File: config.mk
export PLATFORM = sky130hd
export DESIGN_NAME = rgbm_ctrl
export DESIGN_NICKNAME = d
export VERILOG_FILES = /design/src/rtl/rgbm_pkg.sv /design/src/rtl/rgbm_ctrl.sv
export SDC_FILE = /design/constraint.sdc
export NUM_CORES = 1
export LEC_CHECK = 0
export BUFFER_PORTS_ARGS = -buffer_cell sky130_fd_sc_hd__clkbuf_2
export CORE_AREA = 2 2 39 41
export CTS_CLUSTER_DIAMETER = 30
export DETAILED_ROUTE_END_ITERATION = 7
export DIE_AREA = 0 0 41 43
export PLACE_DENSITY = 0.44
export SLEW_MARGIN = 20
export SYNTH_ARGS = -nofsm -noshare
export SYNTH_HDL_FRONTEND = slang
export SYNTH_SLANG_ARGS = --single-unit
File: constraint.sdc
create_clock -name clk -period 0.9 [get_ports clk]
set_input_delay 0.225 -clock clk [delete_from_list [all_inputs] [get_ports clk]]
set_output_delay 0.225 -clock clk [all_outputs]
set_load 0.01 [all_outputs]
File: src/rtl/rgbm_pkg.sv
package rgbm_pkg;

  // Request codes carried in req_type.
  localparam logic [1:0] REQ_WRITE = 2'd0;
  localparam logic [1:0] REQ_SCAN  = 2'd1;
  localparam logic [1:0] REQ_FRAME = 2'd2;

  // Color channel codes carried in color_channel.
  localparam logic [1:0] CH_RED   = 2'd0;
  localparam logic [1:0] CH_GREEN = 2'd1;
  localparam logic [1:0] CH_BLUE  = 2'd2;

  // Three colors in each of the two scan halves.
  localparam int NUM_COLORS = 3;
  localparam int NUM_PLANES = 2 * NUM_COLORS;

  typedef struct packed {
    logic [1:0] req_type;
    logic [4:0] pixel_x;
    logic [4:0] pixel_y;
    logic [1:0] color_channel;
    logic [2:0] level;
  } req_t;

  typedef struct packed {
    logic       top_red;
    logic       top_green;
    logic       top_blue;
    logic       bottom_red;
    logic       bottom_green;
    logic       bottom_blue;
    logic [4:0] column;
    logic [3:0] row_select;
    logic       last_column;
  } result_t;

  // Commands from the controller to the datapath.
  typedef struct packed {
    logic clear_we;
    logic scan_rd;
    logic pixel_we;
    logic sweep_inc;
    logic sweep_clr;
    logic row_zero;
    logic row_next;
  } dp_cmd_t;

  // Status from the datapath to the controller.
  typedef struct packed {
    logic sweep_end;
    logic sweep_last_col;
  } dp_stat_t;

endpackage

File: src/rtl/rgbm_ctrl.sv
module rgbm_ctrl
  import rgbm_pkg::*;
(
  input  logic     clk,
  input  logic     rst,
  input  logic     start,
  input  logic [1:0] req_type,
  input  dp_stat_t stat,
  output dp_cmd_t  cmd,
  output logic     busy
);

  typedef enum logic [1:0] {
    ST_CLEAR,
    ST_IDLE,
    ST_SCAN,
    ST_FLUSH
  } state_t;

  state_t state;
  state_t state_next;
  logic   take;

  assign take = start && !busy;

  always_comb begin
    state_next = state;
    cmd        = '0;
    unique case (state)
      ST_CLEAR: begin
        cmd.clear_we  = 1'b1;
        cmd.sweep_inc = 1'b1;
        if (stat.sweep_end) begin
          state_next = ST_IDLE;
        end
      end
      ST_IDLE: begin
        if (take) begin
          case (req_type)
            REQ_WRITE: cmd.pixel_we = 1'b1;
            REQ_SCAN:  state_next = ST_SCAN;
            REQ_FRAME: cmd.row_zero = 1'b1;
            default:   ;
          endcase
        end
      end
      ST_SCAN: begin
        cmd.scan_rd = 1'b1;
        if (stat.sweep_last_col) begin
          cmd.sweep_clr = 1'b1;
          state_next    = ST_FLUSH;
        end else begin
          cmd.sweep_inc = 1'b1;
        end
      end
      ST_FLUSH: begin
        // The last column is written back in this cycle; the row moves on after it.
        cmd.row_next = 1'b1;
        state_next   = ST_IDLE;
      end
      default: state_next = ST_IDLE;
    endcase
  end

  always_ff @(posedge clk) begin
    if (rst) begin
      state <= ST_CLEAR;
      busy  <= 1'b1;
    end else begin
      state <= state_next;
      busy  <= (state_next != ST_IDLE);
    end
  end

endmodule

# Yosys cells after proc, flatten, opt, wreduce, memory -nomap -nowiden
# Index checks and enable logic that the tools add are counted.
# word_totals
register_bits	3
latchBits	0
ramBits	0
rom_bits	0
input_bits	7
output_inout_bits	8
wordCells	30
n_memories	0
# op_classes
add_sub_neg	0
n_mul	0
n_div	0
magnitude_cmp	0
n_eq_ne	6
shift	0
mux	18
bitwise	0
n_reduce_logical	4
# ops
op	count
1-bit 2-to-1 mux	12
2-bit 2-to-1 mux	4
2-bit case mux with 4 select lines	1
2-bit equality test, second input constant	3
2-bit by 1-bit equality test with 1-bit output, second input constant	2
2-bit zero test	2
2-bit by 1-bit inequality test with 1-bit output, second input constant	1
1-bit case mux with 2 select lines	1
1-bit logical AND	1
1-bit zero test	1

# Longest topological paths before layout
# logic_depth
ltp_word	5
depth_mapped	3
ltp_nobuf	3

# Least setup slack after synthesis
# OpenSTA, ideal clock, no wires.
# synth_timing
path_kind	reg-to-output
from	reg state[1]
to	out cmd[1] (netlist bit)
t_arrival_ns	0.943
required_ns	0.675
path_slack_ns	-0.268
stages_incl_launch_ff	3
path_buffers	0
path_cell_list	dfxtp_1 -> nand2b_2 -> nor4_1
# synth_rtl
item	line	rtl
start: declaration	rgbm_ctrl.sv:20	state_t state;
start signal: assignment	rgbm_ctrl.sv:70	state <= state_next;
end: declaration	rgbm_ctrl.sv:9	output dp_cmd_t cmd,

==> results by group <==
Die
  • DIE WIDTH: 41 um
  • Row count: 14
  • # IOs: 15
  • Starting Density: 13.7%
  • Core ar.: 1380 um^2
  • Die H: 43 um
  • Die Area: 1760 um^2

Placed design
  • Worst slack, placed: -0.212 ns
  • Placed cell areas: 364 um^2
  • I/O Buffers: 14
  • GPL Wtd Cong: 0.592
  • HPWL reported at the end of detailed placement: 472 um

Power
  • P_leak: 0.236 nW
  • Worst VDD drop: 0.621 mV
  • Power Density: 1050 nW/um^2

Clock tree
  • Total CTS buffers: 3
  • Clk slew on worst S/H paths: 0.03 ns
  • Clock tree root buffer cell: clkbuf_4
  • Max clock buf depth: 2
  • # clock sinks: 3
  • H-tree depth: 1
  • Skew-Pair Late Insertion Delay: 0.23 ns
  • # hold bufs at CTS: 0
  • TritonCTS clock tree: yes

Cells and area
  • # diodes: 0
  • Filler cells: 144
  • Fin nets: 57
  • Register area: 66.3 um^2
  • Share of layout cells above drive strength 1: 91.8%
  • Final instance area: 543 um^2
  • Area growth from synthesis to layout: 187%
  • Multi-input logic area: 231 um^2

Synthesis
  • Seq cells post-synth: 3
  • Post-synthesis sequential area ratio: 31.8%
  • Ys Warns: 0
  • Synthesized cell area: 189 um^2
  • Post-Syn Nets: 29
  • Post-Syn Area per Cell: 8.59 um^2
  • Post-Synthesis Cells: 22
  • Unique cell type count in the Yosys netlist: 19

Worst setup path
  • Crit-path cells: nand2b_4, nor4_4, buf_2
  • Crit-path max cell delay: 0.31 ns
  • Critical path class: flip-flop to primary output
  • WP data arrival: 1.10 ns
  • Critical Path End Type: primary output
  • Worst-path fanout max: 2
  • Critical Path RT: 0.67 ns
  • Slowest CP cell: dfxtp_2
  • CP Launch Type: flip-flop

Global routing
  • Largest net degree at the start of global routing: 6
  • Vias in the first global route: 285
  • GRT Total Usage: 9.91%
  • Grt ovf: 0
  • First-pass GRT wire length: 1150 um
  • Initial antenna violation count: 0

STA
  • Final setup fails: 11
  • Final period utilization: 148%
  • Final Hold Viols: 0
  • Slew headroom: 88.0%
  • RSZ-0062 raised after global routing: yes
  • Max Clock Freq: 0.753 GHz
  • Final max-slew violation count: 0
  • Tmin final: 1.33 ns
  • Slack of the critical path: -0.428 ns
  • Worst hold slack: 0.189 ns
  • Worst Skew: 0.00512 ns
  • Least-Margin Pin Slew: 0.179 ns

Routing
  • Post-DR vias/cell: 4.34
  • Avg WL per Cell: 11.8 um
  • Iteration-0 DRC Markers: 1
  • Via count: 282
  • Routed Antenna Nets: 0
  • Final wirelength: 770 um
  • Drt pass-1 iters: 2
  • DRC errors left: 0

Run
  • Max-Cap Viols: 0

Status
  • Violated checks: negative setup slack
  • Status: complete, but fails checks

Hold path
  • Hold Path Class: input pin to flip-flop
critical path, delay by kind of cell, from the launching register on:
family / cells / cell delay [ns]
flops: 1 / 0.31
buf+inv: 1 / 0.16
simple gates: 2 / 0.40
final timing paths:
check / depth (start not counted) / to / startpoint / slack [ns]
worst max-delay path: 3 / cmd[1] / busy$_SDFF_PP1_ / -0.43
worst min-delay path: 2 / state[0]$_SDFF_PP0_ / rst / 0.19
worst max register to register: 5 / busy$_SDFF_PP1_ / busy$_SDFF_PP1_ / -0.17
worst min register to register: 2 / busy$_SDFF_PP1_ / state[1]$_SDFF_PP0_ / 0.61
synth_stat cells:
cell type,instances,area [um^2]
nand2b_2,1,8.76
nand4bb_1,1,11.3
a21o_1,1,7.51
a21oi_1,1,5.00
nand2_1,1,3.75
nor4_2,1,12.5
o21ai_0,1,5.00
nor3_1,1,5.00
and2_1,1,6.26
dfxtp_1,3,60.1
o21ba_2,1,10.0
nor3b_1,1,7.51
nand2b_1,1,6.26
nor2_1,1,3.75
and2_2,1,7.51
inv_1,1,3.75
nor2_2,1,6.26
nor2b_1,1,6.26
nor4_1,2,12.5
kinds of logic after synthesis:
| group | count (synthesis) | share of synthesized area, % |
|---|---|---|
| AOI/OAI and AO/OA | 4 | 14.6 |
| DFF | 3 | 31.8 |
| buffers and inverters | 1 | 1.98 |
| and+or+nand+nor | 14 | 51.7 |
area by class of cell:
class | count | area share, %
well taps | 16 | 3.69
flip-flops and latches | 3 | 12.2
repair buffers | 23 | 35.9
multi-input cells | 18 | 42.6
inverters | 1 | 0.691
clock buffers | 4 | 4.84
through the flow:
step	utilization (%)	power, W	instances	setup TNS, ns
after floorplan	-	0.000199	22	-0.277
after global placement	26.3	0.000264	58	-0.999
after detailed placement	26.3	0.000263	58	-0.942
after CTS	35.3	0.000548	64	-2.85
after global routing	39.2	0.000605	65	-3.43
final	39.2	0.000569	65	-2.96
metal layers:
| layer | global-route usage [%] | share of wire (%) |
|---|---|---|
| met1 | 9.55 | 36 |
| met2 | 16.9 | 57 |
| met3 | 4.71 | 7.0 |
| met4 | 4.00 | 0 |
| met5 | 0 | 0 |
layout by cell type, fill, tap and decap left out, drive strengths merged:
cell type  count
o21ai          1
nor2b          1
nor3           1
inv            1
nor3b          1
buf           17
a21oi          1
clkbuf        10
nand2b         2
nor4           3
nand4bb        1
nor2           2
a21o           1
o21ba          1
and2           2
nand2          1
dfxtp          3
registers in the layout, summed over array words and instances, names as in the netlist:
| signal | cells |
|---|---|
| busy | 1 |
| state | 2 |
power breakdown:
group	switching [W]	leakage (nW)	internal, W
Combinational	0.0000785	0.195	0.000103
Clock	0.0000682	0.0150	0.000166
Sequential	0.0000118	0.0256	0.000142
timing repair:
action | in CTS | in global routing
pin swaps | 5 | 4
gates resized for setup | 19 | 21
endpoints found under the setup margin | 11 | 11
buffers inserted | 2 | 4
No activity file was read; power rests on OpenSTA's default activity.
